<file path="src/sv/kwm_pkg.sv">
// Shared constants, types and the helper function of the k-way merge selector.
package kwm_pkg;

    localparam int WAYS     = 8;
    localparam int IDX_W    = 3;
    localparam int CNT_W    = IDX_W + 1;
    localparam int KEY_W    = 32;
    localparam int PAY_W    = 64;
    localparam int CFG_W    = 4;
    localparam int PAIRS    = WAYS / 2;
    localparam int QDEPTH   = 2;
    localparam int QPTR_W   = 1;
    localparam int QCNT_W   = 2;
    localparam int CAP      = (WAYS < 8) ? WAYS : 8;

    localparam logic [CFG_W-1:0] NUM_WAYS_RST = CFG_W'(8);

    // One record as it travels from the front end to the merge engine.
    typedef struct packed {
        logic [IDX_W-1:0]        source;
        logic signed [KEY_W-1:0] key;
        logic [PAY_W-1:0]        payload;
        logic                    run_ended;
    } t_item;

    // Winner of one pair in the first level of the compare tree.
    typedef struct packed {
        logic                    valid;
        logic [IDX_W-1:0]        idx;
        logic signed [KEY_W-1:0] key;
    } t_cand;

    typedef enum logic [1:0] {
        B_IDLE,
        B_TREE,
        B_FINAL
    } t_bstate;

    // Saturates the register value into the range of usable sources.
    function automatic logic [CNT_W-1:0] active_count(input logic [CFG_W-1:0] cfg);
        logic [CNT_W-1:0] n;
        n = CNT_W'(cfg);
        if (n == '0) begin
            n = CNT_W'(1);
        end else if (n > CNT_W'(CAP)) begin
            n = CNT_W'(CAP);
        end
        return n;
    endfunction

endpackage

</file>
<file path="src/sv/kwm_front.sv">
// Front end: takes input beats, drops those from inactive sources, queues the rest.
module kwm_front
    import kwm_pkg::*;
(
    input  logic                    i_clk,
    input  logic                    i_rst_n,
    input  logic [CNT_W-1:0]        i_active,
    input  logic                    i_valid,
    output logic                    o_ready,
    input  logic [IDX_W-1:0]        i_source,
    input  logic signed [KEY_W-1:0] i_key,
    input  logic [PAY_W-1:0]        i_payload,
    input  logic                    i_run_ended,
    input  logic                    i_q_full,
    output logic                    o_push,
    output t_item                   o_item
);

    logic w_in_range;

    // A source at or above the active count can never matter, so it is discarded here.
    assign w_in_range = ({1'b0, i_source} < i_active);
    assign o_ready    = !i_q_full;
    assign o_push     = i_valid && !i_q_full && w_in_range;

    always_comb begin
        o_item.source    = i_source;
        o_item.key       = i_key;
        o_item.payload   = i_payload;
        o_item.run_ended = i_run_ended;
    end

    // The clock and reset are kept for the checks below.
    a_no_push_out_of_range: assert property (@(posedge i_clk) disable iff (!i_rst_n)
        o_push |-> ({1'b0, i_source} < i_active))
        else $error("out-of-range source pushed into the queue");

endmodule

</file>
<file path="src/sv/kwm_queue.sv">
// Two-entry queue between the front end and the merge engine.
module kwm_queue
    import kwm_pkg::*;
(
    input  logic  i_clk,
    input  logic  i_rst_n,
    input  logic  i_push,
    input  t_item i_item,
    output logic  o_full,
    input  logic  i_pop,
    output logic  o_valid,
    output t_item o_item
);

    t_item             r_mem [QDEPTH];
    logic [QPTR_W-1:0] r_wp;
    logic [QPTR_W-1:0] r_rp;
    logic [QCNT_W-1:0] r_count;
    logic              w_pop;

    assign o_full  = (r_count == QCNT_W'(QDEPTH));
    assign o_valid = (r_count != '0);
    assign o_item  = r_mem[r_rp];
    assign w_pop   = i_pop && o_valid;

    always_ff @(posedge i_clk) begin
        if (!i_rst_n) begin
            r_wp    <= '0;
            r_rp    <= '0;
            r_count <= '0;
        end else begin
            if (i_push) begin
                r_wp <= r_wp + 1'b1;
            end
            if (w_pop) begin
                r_rp <= r_rp + 1'b1;
            end
            case ({i_push, w_pop})
                2'b10:   r_count <= r_count + 1'b1;
                2'b01:   r_count <= r_count - 1'b1;
                default: r_count <= r_count;
            endcase
        end
    end

    always_ff @(posedge i_clk) begin
        if (i_push) begin
            r_mem[r_wp] <= i_item;
        end
    end

    a_no_overflow: assert property (@(posedge i_clk) disable iff (!i_rst_n)
        o_full |-> !i_push)
        else $error("push into a full queue");

endmodule

</file>
<file path="src/sv/kwm_back.sv">
// Merge engine: keeps the head records, runs the minimum search and holds the result.
module kwm_back
    import kwm_pkg::*;
(
    input  logic                    i_clk,
    input  logic                    i_rst_n,
    input  logic [CNT_W-1:0]        i_active,
    input  logic                    i_q_valid,
    input  t_item                   i_q_item,
    output logic                    o_q_pop,
    output logic                    o_valid,
    input  logic                    i_ready,
    output logic signed [KEY_W-1:0] o_key,
    output logic [PAY_W-1:0]        o_payload,
    output logic [IDX_W-1:0]        o_source,
    output logic                    o_done
);

    t_bstate                 r_state;
    t_bstate                 n_state;
    logic signed [KEY_W-1:0] r_head_key [WAYS];
    logic [PAY_W-1:0]        r_head_pay [WAYS];
    logic [WAYS-1:0]         r_exh;
    logic [WAYS-1:0]         r_loaded;
    logic [IDX_W-1:0]        r_awaited;
    logic                    r_awaiting;
    logic                    r_finished;
    t_cand                   r_l1 [PAIRS];
    t_cand                   n_l1 [PAIRS];
    logic                    r_out_valid;
    logic signed [KEY_W-1:0] r_out_key;
    logic [PAY_W-1:0]        r_out_pay;
    logic [IDX_W-1:0]        r_out_src;
    logic                    r_out_done;

    logic [WAYS-1:0]         w_act_mask;
    logic [WAYS-1:0]         w_cand;
    logic [WAYS-1:0]         w_src_hot;
    logic                    w_all_loaded;
    logic                    w_store;
    logic                    w_emit;
    logic                    w_best_valid;
    logic [IDX_W-1:0]        w_best_idx;
    logic signed [KEY_W-1:0] w_best_key;

    always_comb begin
        for (int i = 0; i < WAYS; i++) begin
            w_act_mask[i] = (CNT_W'(i) < i_active);
            w_cand[i]     = w_act_mask[i] && r_loaded[i] && !r_exh[i];
        end
    end

    assign w_src_hot    = WAYS'(1) << i_q_item.source;
    assign w_all_loaded = &(r_loaded | w_src_hot | ~w_act_mask);

    // First tree level: pairwise winners, the lower index keeps ties.
    always_comb begin
        for (int p = 0; p < PAIRS; p++) begin
            if (w_cand[2*p+1] && (!w_cand[2*p]
                    || (r_head_key[2*p+1] < r_head_key[2*p]))) begin
                n_l1[p].idx = IDX_W'(2*p+1);
                n_l1[p].key = r_head_key[2*p+1];
            end else begin
                n_l1[p].idx = IDX_W'(2*p);
                n_l1[p].key = r_head_key[2*p];
            end
            n_l1[p].valid = w_cand[2*p] || w_cand[2*p+1];
        end
    end

    // Second level over the registered pair winners, scanned in index order.
    always_comb begin
        w_best_valid = 1'b0;
        w_best_idx   = '0;
        w_best_key   = '0;
        for (int p = 0; p < PAIRS; p++) begin
            if (r_l1[p].valid && (!w_best_valid || (r_l1[p].key < w_best_key))) begin
                w_best_valid = 1'b1;
                w_best_idx   = r_l1[p].idx;
                w_best_key   = r_l1[p].key;
            end
        end
    end

    always_comb begin
        n_state = r_state;
        o_q_pop = 1'b0;
        w_store = 1'b0;
        w_emit  = 1'b0;
        unique case (r_state)
            B_IDLE: begin
                if (i_q_valid) begin
                    o_q_pop = 1'b1;
                    if (!r_finished) begin
                        if (r_awaiting) begin
                            if (i_q_item.source == r_awaited) begin
                                w_store = 1'b1;
                                n_state = B_TREE;
                            end
                        end else if (!r_loaded[i_q_item.source]) begin
                            w_store = 1'b1;
                            if (w_all_loaded) begin
                                n_state = B_TREE;
                            end
                        end
                    end
                end
            end
            B_TREE: begin
                n_state = B_FINAL;
            end
            B_FINAL: begin
                if (!r_out_valid || i_ready) begin
                    w_emit  = 1'b1;
                    n_state = B_IDLE;
                end
            end
            default: begin
                n_state = B_IDLE;
            end
        endcase
    end

    always_ff @(posedge i_clk) begin
        if (!i_rst_n) begin
            r_state <= B_IDLE;
        end else begin
            r_state <= n_state;
        end
    end

    always_ff @(posedge i_clk) begin
        if (!i_rst_n) begin
            r_exh       <= '0;
            r_loaded    <= '0;
            r_awaited   <= '0;
            r_awaiting  <= 1'b0;
            r_finished  <= 1'b0;
            r_out_valid <= 1'b0;
        end else begin
            if (w_store) begin
                r_exh[i_q_item.source]    <= i_q_item.run_ended;
                r_loaded[i_q_item.source] <= 1'b1;
            end
            if (w_emit) begin
                r_out_valid <= 1'b1;
                if (w_best_valid) begin
                    r_awaited  <= w_best_idx;
                    r_awaiting <= 1'b1;
                end else begin
                    r_awaiting <= 1'b0;
                    r_finished <= 1'b1;
                end
            end else if (i_ready) begin
                r_out_valid <= 1'b0;
            end
        end
    end

    always_ff @(posedge i_clk) begin
        if (w_store && !i_q_item.run_ended) begin
            r_head_key[i_q_item.source] <= i_q_item.key;
            r_head_pay[i_q_item.source] <= i_q_item.payload;
        end
        if (r_state == B_TREE) begin
            r_l1 <= n_l1;
        end
        if (w_emit) begin
            if (w_best_valid) begin
                r_out_key  <= w_best_key;
                r_out_pay  <= r_head_pay[w_best_idx];
                r_out_src  <= w_best_idx;
                r_out_done <= 1'b0;
            end else begin
                r_out_key  <= '0;
                r_out_pay  <= '0;
                r_out_src  <= '0;
                r_out_done <= 1'b1;
            end
        end
    end

    assign o_valid   = r_out_valid;
    assign o_key     = r_out_key;
    assign o_payload = r_out_pay;
    assign o_source  = r_out_src;
    assign o_done    = r_out_done;

    a_done_ends_wait: assert property (@(posedge i_clk) disable iff (!i_rst_n)
        r_finished |-> !r_awaiting)
        else $error("still awaiting a refill after the done result");

    a_awaited_loaded: assert property (@(posedge i_clk) disable iff (!i_rst_n)
        r_awaiting |-> r_loaded[r_awaited])
        else $error("awaited source was never loaded");

    a_winner_is_candidate: assert property (@(posedge i_clk) disable iff (!i_rst_n)
        (w_emit && w_best_valid) |-> w_cand[w_best_idx])
        else $error("selected head is not a live candidate");

    a_tree_follows_store: assert property (@(posedge i_clk) disable iff (!i_rst_n)
        (r_state == B_TREE) |-> $past(w_store))
        else $error("search started without a stored head");

endmodule

</file>
<file path="src/sv/kwm_top_dummy_placeholder.sv">
// Registered num_ways value and the active way count derived from it, shared by the front end and the merge engine.
module kwm_cfg
    import kwm_pkg::*;
(
    input  logic             i_clk,
    input  logic             i_rst_n,
    input  logic             i_cfg_we,
    input  logic [CFG_W-1:0] i_cfg_wdata,
    output logic [CNT_W-1:0] o_active
);

    logic [CFG_W-1:0] r_num_ways;

    always_ff @(posedge i_clk) begin
        if (!i_rst_n) begin
            r_num_ways <= NUM_WAYS_RST;
        end else if (i_cfg_we) begin
            r_num_ways <= i_cfg_wdata;
        end
    end

    assign o_active = active_count(r_num_ways);

endmodule

</file>
<file path="src/sv/k_way_merge_selector_unit.sv">
// Top level of the k-way merge selector: register, front end, queue and merge engine.
//
//   Channel   Direction  Handshake             Fields
//   input     in         i_valid / o_ready     i_source, i_key, i_payload, i_run_ended
//   result    out        o_valid / i_ready     o_out_key, o_out_payload, o_out_source,
//                                              o_all_done
//   config    in         i_cfg_we              i_cfg_wdata (num_ways)
//
// A beat that produces a result passes through the engine's three states: the idle
// state stores the head, the tree state registers the first level of the compare
// tree and the final state selects, waiting while the previous result is untaken; a
// new search starts only back in the idle state. Beats that only load a head or are
// ignored by the engine are popped in the idle state without a search, and beats
// from inactive sources are dropped by the front end without reaching it. The front
// end keeps taking beats into the two-entry queue while it has room, and a finished
// result waits in the output register. Reset is synchronous and active low; it
// restores num_ways to eight and clears the exhaustion, loaded and control state,
// while the head records stay undefined until written. No clearing pass follows reset.
module k_way_merge_selector_unit
    import kwm_pkg::*;
(
    input  logic                    i_clk,
    input  logic                    i_rst_n,
    input  logic                    i_valid,
    output logic                    o_ready,
    input  logic [IDX_W-1:0]        i_source,
    input  logic signed [KEY_W-1:0] i_key,
    input  logic [PAY_W-1:0]        i_payload,
    input  logic                    i_run_ended,
    output logic                    o_valid,
    input  logic                    i_ready,
    output logic signed [KEY_W-1:0] o_out_key,
    output logic [PAY_W-1:0]        o_out_payload,
    output logic [IDX_W-1:0]        o_out_source,
    output logic                    o_all_done,
    input  logic                    i_cfg_we,
    input  logic [CFG_W-1:0]        i_cfg_wdata
);

    logic [CNT_W-1:0] w_active;
    logic             w_q_full;
    logic             w_push;
    t_item            w_push_item;
    logic             w_q_valid;
    logic             w_q_pop;
    t_item            w_q_item;

    // The active count is saturated once here and shared by both halves.
    kwm_cfg u_cfg (
        .i_clk       (i_clk),
        .i_rst_n     (i_rst_n),
        .i_cfg_we    (i_cfg_we),
        .i_cfg_wdata (i_cfg_wdata),
        .o_active    (w_active)
    );

    // The front end accepts a beat whenever the queue has room, dropping inactive sources.
    kwm_front u_front (
        .i_clk       (i_clk),
        .i_rst_n     (i_rst_n),
        .i_active    (w_active),
        .i_valid     (i_valid),
        .o_ready     (o_ready),
        .i_source    (i_source),
        .i_key       (i_key),
        .i_payload   (i_payload),
        .i_run_ended (i_run_ended),
        .i_q_full    (w_q_full),
        .o_push      (w_push),
        .o_item      (w_push_item)
    );

    kwm_queue u_queue (
        .i_clk   (i_clk),
        .i_rst_n (i_rst_n),
        .i_push  (w_push),
        .i_item  (w_push_item),
        .o_full  (w_q_full),
        .i_pop   (w_q_pop),
        .o_valid (w_q_valid),
        .o_item  (w_q_item)
    );

    // The merge engine decides whether a queued beat is stored or ignored, and emits.
    kwm_back u_back (
        .i_clk     (i_clk),
        .i_rst_n   (i_rst_n),
        .i_active  (w_active),
        .i_q_valid (w_q_valid),
        .i_q_item  (w_q_item),
        .o_q_pop   (w_q_pop),
        .o_valid   (o_valid),
        .i_ready   (i_ready),
        .o_key     (o_out_key),
        .o_payload (o_out_payload),
        .o_source  (o_out_source),
        .o_done    (o_all_done)
    );

    // A done result, once delivered, is never followed by another result.
    a_done_is_last: assert property (@(posedge i_clk) disable iff (!i_rst_n)
        (o_valid && i_ready && o_all_done) |=> !o_valid)
        else $error("result emitted after the done beat");

endmodule

</file>
<file path="config.mk">
export PLATFORM = sky130hd
export DESIGN_NAME = k_way_merge_selector_unit
export DESIGN_NICKNAME = d
export VERILOG_FILES = /design/src/sv/kwm_pkg.sv /design/src/sv/kwm_front.sv /design/src/sv/kwm_queue.sv /design/src/sv/kwm_back.sv /design/src/sv/kwm_top_dummy_placeholder.sv /design/src/sv/k_way_merge_selector_unit.sv
export SDC_FILE = /design/constraint.sdc
export NUM_CORES = 2
export LEC_CHECK = 0
export BUFFER_PORTS_ARGS = -buffer_cell sky130_fd_sc_hd__buf_2
export CORE_MARGIN = 10
export CORE_UTILIZATION = 47
export CTS_CLUSTER_DIAMETER = 80
export DETAILED_ROUTE_END_ITERATION = 8
export HOLD_SLACK_MARGIN = 0.12
export PLACE_DENSITY_LB_ADDON = 0.15
export SETUP_SLACK_MARGIN = 0.05
export SLEW_MARGIN = 20
export SYNTH_ARGS = -nofsm -noshare
export SYNTH_HDL_FRONTEND = slang
export SYNTH_HIERARCHICAL = 1
export SYNTH_SLANG_ARGS = --single-unit
</file>
<file path="constraint.sdc">
create_clock -name i_clk -period 13.9 [get_ports i_clk]
set_clock_uncertainty 0.1 [all_clocks]
set_input_delay 1.39 -clock i_clk [delete_from_list [all_inputs] [get_ports i_clk]]
set_output_delay 1.39 -clock i_clk [all_outputs]
set_load 0.02 [all_outputs]
</file>
-- After elaboration in Yosys (flattened, before gate mapping)
Memories as Yosys holds them, arrays and structs flattened. A register that Yosys moved wholly into a read port is not among the register bits.
Cells that the tools add are included.
- memories kept: 3
- register bits: 212
- output and inout bits: 102
- RAM bits: 968
- memories (memory ; depth ; width ; rd ports ; clocked after memory_dff ; wr ports ; line ; source):
    u_back.r_head_pay ; 8 ; 64 ; 1 ; 1 ; 1 ; kwm_back.sv:22 ; logic [PAY_W-1:0] r_head_pay [WAYS];
    u_back.r_head_key ; 8 ; 32 ; 8 ; 0 ; 1 ; kwm_back.sv:21 ; logic signed [KEY_W-1:0] r_head_key [WAYS];
    u_queue.r_mem ; 2 ; 100 ; 1 ; 1 ; 1 ; kwm_queue.sv:15 ; t_item r_mem [QDEPTH];
- multiplexer cells: 52
- bitwise gates (word level): 5
- $lt $le $gt $ge: 19
- shifts and indexed selects: 1
- equality and inequality tests: 12
- add/sub/neg operators: 4
- reduce and logical (&&, ||, !) cells: 68
- operators with widths (operator ; count):
    $lt 32x32->1 ; 7
    $mux 33 ; 4
    $mux 32 ; 4
    $logic_and 1x1->1 ; 28
    $mux 1 ; 26
    $or 8x8->8 ; 3
    $logic_not 1->1 ; 19
    $lt 3x4->1 const A ; 4
    $mux 2 ; 7
    $logic_or 1x1->1 ; 12
    $mux 3 ; 4
    $bwmux 8 ; 1
    $lt 1x4->1 const A ; 2
    $lt 2x4->1 const A ; 2
    $mux 4 ; 2
    $not 8->8 ; 1
    $reduce_and 8->1 ; 1
    $shl 1x3->8 const A ; 1
    $eq 2x2->1 const B ; 3
    $pmux 2 s3 ; 1
    $reduce_and 6->1 ; 1
    $reduce_bool 2->1 ; 3
    $eq 2x1->1 const B ; 2
    $gt 4x4->1 const B ; 1
    19 further kinds ; 22

-- Logic depth before layout (Yosys ltp)
- word-level depth: 15
- gate-level depth with buffers: 41
- depth with buffers taken out: 32

-- Cells and area by module
Netlist, hierarchy kept.
- by module, submodules not included (module ; cells each ; area each (um^2) ; sequential area each (um^2) ; times used):
    kwm_back ; 3120 ; 44959.4 ; 30629.4 ; 1
    kwm_queue ; 334 ; 7413.4 ; 6105.9 ; 1
    kwm_front ; 112 ; 825.8 ; 0.0 ; 1
    kwm_cfg ; 18 ; 183.9 ; 80.1 ; 1

-- Worst setup path after synthesis
Ideal clock, no wire load.
- path type: reg2reg
- start point: reg (tool-made name)
- end point: mem u_back.r_head_key[4][0] (enable)
- clock period less this slack: 9.753 ns
- arrival: 8.985 ns
- data required time: 13.132 ns
- stages on the path, launching flop included: 12
- setup slack: 4.147 ns
- path through: dfxtp_1 -> buf_2 -> buf_2 -> mux2_2 -> clkbuf_1 -> xor2_1 -> o31ai_1 -> o21ai_0 -> nor3b_1 -> nand2_1 -> or2_2 -> nor3_1
- RTL lines (what ; line):
    to (decl) ; kwm_back.sv:21

-- Worst setup path in the final report
- start point: reg u_back/r_l1[143] in the netlist's numbering
- end point: reg u_back.r_out_pay[9] (netlist: u_back/o_payload[9]) (read register of u_back.r_head_pay) (data pin)
- cells in the longest elaborated chain, start to end: 14
- elaborated cells between the ends (all ways): 24
- those cells by class: 3 x order compare; 11 x mux; 10 x reduce/logical
- ends and longest elaborated chain (what ; line ; source):
    from (decl) ; kwm_back.sv:28 ; t_cand r_l1 [PAIRS];
    from (signal assigned) ; kwm_back.sv:166 ; r_l1 <= n_l1;
    $mux 32 / $mux 1 (equally long branches) ; kwm_back.sv:77 ; if (r_l1[p].valid && (!w_best_valid || (r_l1[p].key < w_best_key))) begin
    $lt 32x32->1 / $logic_not 1->1 (equally long branches) ; kwm_back.sv:77 ;
    $logic_or 1x1->1 ; kwm_back.sv:77 ;
    $logic_and 1x1->1 ; kwm_back.sv:77 ;
    $mux 32 / $mux 1 (equally long branches) ; kwm_back.sv:77 ;
    $lt 32x32->1 / $logic_not 1->1 (equally long branches) ; kwm_back.sv:77 ;
    $logic_or 1x1->1 ; kwm_back.sv:77 ;
    $logic_and 1x1->1 ; kwm_back.sv:77 ;
    $mux 32 / $mux 1 (equally long branches) ; kwm_back.sv:77 ;
    $lt 32x32->1 / $logic_not 1->1 (equally long branches) ; kwm_back.sv:77 ;
    $logic_or 1x1->1 ; kwm_back.sv:77 ;
    $logic_and 1x1->1 ; kwm_back.sv:77 ;
    $mux 1 ; kwm_back.sv:77 ;
    $logic_not 1->1 (no line) ; n/a ;
    to (decl) ; kwm_back.sv:32 ; logic [PAY_W-1:0] r_out_pay;
Several ways; a longest one is shown, not always the timed one.
A chain may end at the register's enable or synchronous reset.

==> results.json <==
{
  "design.portCount": 211,
  "synth_flop_cell": "sky130_fd_sc_hd__edfxtp_1",
  "cts_max_path_buffers": 3,
  "final_weighted_congestion_of_routability_driven_global_placement": 0.8646,
  "critical_path.startpoint_type": "register",
  "first_iter_violations": 2507,
  "compound_gate_fraction_of_synth_area": 0.07908,
  "grt_use_total": 0.2027,
  "antenna_found_initial": 12,
  "via_count": 29920,
  "tightestPinTransition_ns": 1.156,
  "synthSimpleGateAreaFrac": 0.05876,
  "cell_area_after_placement_um2": 55450,
  "first_global_vias": 30200,
  "grt_setup_unrepaired": "no",
  "post_synthesis_net_count": 3913,
  "timing.reg2reg.worst_path_depth": 34,
  "cp_common_cell": "sky130_fd_sc_hd__o21ai_0",
  "syn-cell-area_um2": 53380,
  "syn_area_per_cell_um2": 14.89,
  "ctsHtreeMaxLevel": 4,
  "layout_setup_ws_ns": 2.079,
  "die_width_um": 357.0,
  "max_freq_mhz": 84.60,
  "synth_cells": 3584,
  "timing.final.hold_violations": 0,
  "synth_xor_xnor_area_share": 0.0009844,
  "crit_required_ns": 14.37,
  "synth_top_family_by_area": "multiplexers",
  "synth_cell_types": 76,
  "postSynth.asyncResetShare": 0,
  "timing_worst_setup_path_type": "register to register",
  "critical_path.slowest_cell": "sky130_fd_sc_hd__edfxtp_1",
  "crit_arrival_ns": 12.29,
  "place.detailed.instances": 5097,
  "finish.utilization": 0.5311,
  "vias_per_cell": 5.601,
  "cp-startpoint": "u_back/r_l1[143]",
  "tritoncts.num_buffers": 135,
  "maxSlewHeadroom": 0.2292,
  "final_layout_size_suffix_gt1_frac": 0.2022,
  "io_buffer_count": 210,
  "timing.setup.tns_ns": 0,
  "worstSetupEndpointType": "register",
  "overflow": 0,
  "post_synth_mux_area_share": 0.08232,
  "yosysWarningCount": 6,
  "cellPowerDensity_nw_per_um2": 152.6,
  "timing.critical_path.to": "u_back/o_payload[9]",
  "critical_path_peak_fanout": 68,
  "final_cells": 5341,
  "min-delay-path-class": "register to register",
  "maxCapViolCount": 0,
  "crit-reg2reg-capture": "u_back/o_payload[9]",
  "status": "finished clean",
  "cts_hold_buf": 0,
  "post_synth_fa_ha_maj_area_fraction": 0.05156,
  "maxSlewViolCount": 0,
  "clock_latency_ns": 0.74,
  "design.die.area_um2": 127500,
  "drtAntennaViolNets": 0,
  "power.static_leakage_nw": 21.59,
  "post_drt_wl_per_cell_um": 24.45,
  "final_layout_fill_cell_count": 9328,
  "layout_worst_path_cycle_share": 0.8504,
  "fin_area_um2": 59830,
  "core_um2": 112700,
  "root_buffer": "sky130_fd_sc_hd__clkbuf_16",
  "ys_ff_latch": 1237,
  "cts_tree": "yes",
  "setup_slack_after_placement_ns": 1.882,
  "fin_nets": 4064,
  "proportion_of_synthesized_chip_area_in_sequential_cells": 0.6897,
  "drc_violations_left": 0,
  "buffers_inserted_by_post_cts_timing_repair": 0,
  "grt_pass1_wl_mm": 193.8,
  "clock_pin_slew_of_the_registers_on_the_worst_case_setup_and_hold_paths_ns": 0.06,
  "drt_first_pass_iters": 6,
  "synth_edf_count": 1204,
  "dieHeight_um": 357.0,
  "final_period_minus_worst_setup_slack_ns": 11.82,
  "regToRegSetupSlack_ns": 2.08,
  "beginning_of_the_worst_register_to_register_path": "u_back/r_l1[143]",
  "post_detail_place_hpwl_mm": 79.41,
  "drt-total-wl_mm": 130.6,
  "rows": 123,
  "crit_path_max_incr_delay_ns": 1.00,
  "report.power.total_mw": 9.131,
  "vdd.ir_drop.worst_uv": 103.0,
  "grt_start_max_net_pins": 95,
  "postCtsResizedCells": 0,
  "clock_sink_count": 1237,
  "flow.area_growth_from_synthesis_pct": 12.08,
  "start_util": 0.4739,
  "setup_viol_count_final": 0,
  "final_hold_slack_ns": 0.4174
}
==> area by class of cell <==
cell class,count,area [um^2],area share
multi-input combinational,1949,14750,0.2465
inverter,147,551.8,0.009222
timing repair buffer,265,1484,0.02480
clock inverter,71,640.6,0.01071
clock buffer,169,3705,0.06192
sequential,1237,36820,0.6154
tap,1500,1877,0.03137
antenna,3,7.507,0.0001255
==> per-layer routing <==
metal,track usage,part of all wire,vias to the layer above
li1,-,-,13860
met1,0.2798,0.45,15040
met2,0.3302,0.47,864
met3,0.03562,0.058,152
met4,0.05391,0.021,4
met5,0,0.00021,-
==> state kept, by name (all words and copies together), names as in the netlist, 2 cells and up, named ones only <==
| register | cells |
|---|---|
| u_back/o_payload | 64 |
| u_back/r_exh | 8 |
| u_queue/r_count | 2 |
| u_back/r_l1 | 136 |
| u_cfg/r_num_ways | 4 |
| u_back/o_source | 3 |
| u_back/r_state | 2 |
| u_queue/r_mem | 200 |
| u_back/o_key | 32 |
| u_back/r_loaded | 8 |
| u_back/r_head_key | 256 |
| u_back/r_head_pay | 512 |
| u_back/r_awaited | 3 |
==> placed cells by master, fill, tap and decap left out, types with 6 or more instances in the layout <==
cell	instances
sky130_fd_sc_hd__or2_2	8
sky130_fd_sc_hd__bufinv_16	9
sky130_fd_sc_hd__ha_1	220
sky130_fd_sc_hd__o211ai_1	12
sky130_fd_sc_hd__a22oi_1	65
sky130_fd_sc_hd__nand2_1	294
sky130_fd_sc_hd__o21a_1	20
sky130_fd_sc_hd__clkinv_2	22
sky130_fd_sc_hd__clkbuf_16	142
sky130_fd_sc_hd__dfxtp_1	32
sky130_fd_sc_hd__o21ai_0	144
sky130_fd_sc_hd__nand2b_1	18
sky130_fd_sc_hd__a221o_1	35
sky130_fd_sc_hd__nor2_1	169
sky130_fd_sc_hd__nand3_1	78
sky130_fd_sc_hd__mux2i_1	142
sky130_fd_sc_hd__nor3_1	14
sky130_fd_sc_hd__edfxtp_1	1204
sky130_fd_sc_hd__mux2_2	260
sky130_fd_sc_hd__a22o_1	32
sky130_fd_sc_hd__nor2b_1	32
sky130_fd_sc_hd__clkbuf_1	22
sky130_fd_sc_hd__clkinv_1	23
sky130_fd_sc_hd__nand4_1	31
sky130_fd_sc_hd__buf_2	210
sky130_fd_sc_hd__clkinvlp_4	10
sky130_fd_sc_hd__a21oi_1	116
sky130_fd_sc_hd__or3_1	6
sky130_fd_sc_hd__buf_4	54
sky130_fd_sc_hd__inv_1	145
sky130_fd_sc_hd__a211oi_1	74
sky130_fd_sc_hd__nor2_4	7
sky130_fd_sc_hd__a21o_1	64
==> how the worst min path moves through the flow <==
stage	end	from	slack, ns	cells after the start
after global routing	u_back/r_exh[0]	u_back/r_exh[0]	0.44	2
final	u_back/r_exh[3]	u_back/r_exh[3]	0.42	2
after floorplan	u_back/r_finished	u_back/r_finished	0.36	2
after CTS	u_queue/r_count[1]	u_queue/r_count[1]	0.41	2
after global placement	u_back/r_finished	u_back/r_finished	0.39	2
after detailed placement	u_back/r_finished	u_back/r_finished	0.39	2
==> cells in the mapped netlist, drive strengths merged (18+ instances only) <==
master / instances / share of area
nor2: 176 / 0.012
nor3: 18 / 0.0017
nand2: 295 / 0.021
edfxtp: 1204 / 0.68
nand2b: 18 / 0.0021
a211oi: 77 / 0.011
o21ai: 145 / 0.014
a21o: 65 / 0.0091
dfxtp: 33 / 0.012
a21oi: 119 / 0.011
ha: 220 / 0.052
mux2i: 142 / 0.027
a221o: 35 / 0.0066
a22o: 32 / 0.0053
clkbuf: 89 / 0.0063
o21a: 20 / 0.0028
a22oi: 65 / 0.0091
nand3: 79 / 0.0075
buf: 162 / 0.021
inv: 147 / 0.010
nand4: 31 / 0.0036
mux2: 260 / 0.055
nor2b: 34 / 0.0040
==> worst max-delay path: cells and delay by family (launching register included) <==
| kind | cells | cell delay [ns] |
|---|---|---|
| compound gates | 19 | 5.42 |
| fa+ha+maj | 3 | 0.92 |
| buf+inv | 4 | 1.98 |
| flops | 1 | 1.00 |
| mux | 1 | 0.28 |
| simple gates | 7 | 1.78 |
==> kinds of logic after synthesis <==
group | count (synthesis)
XOR/XNOR | 6
flip-flops | 1237
multiplexers | 404
AND/OR/NAND/NOR | 700
adder cells (fa/ha/maj) | 220
AO/OA/AOI/OAI | 619
buffers and inverters | 398
==> power by group <==
| part | internal, mW | switching (mW) |
|---|---|---|
| registers | 4.59 | 0.0890 |
| clock network | 2.06 | 1.43 |
| logic | 0.303 | 0.660 |
No activity file was read; power rests on OpenSTA's default activity.
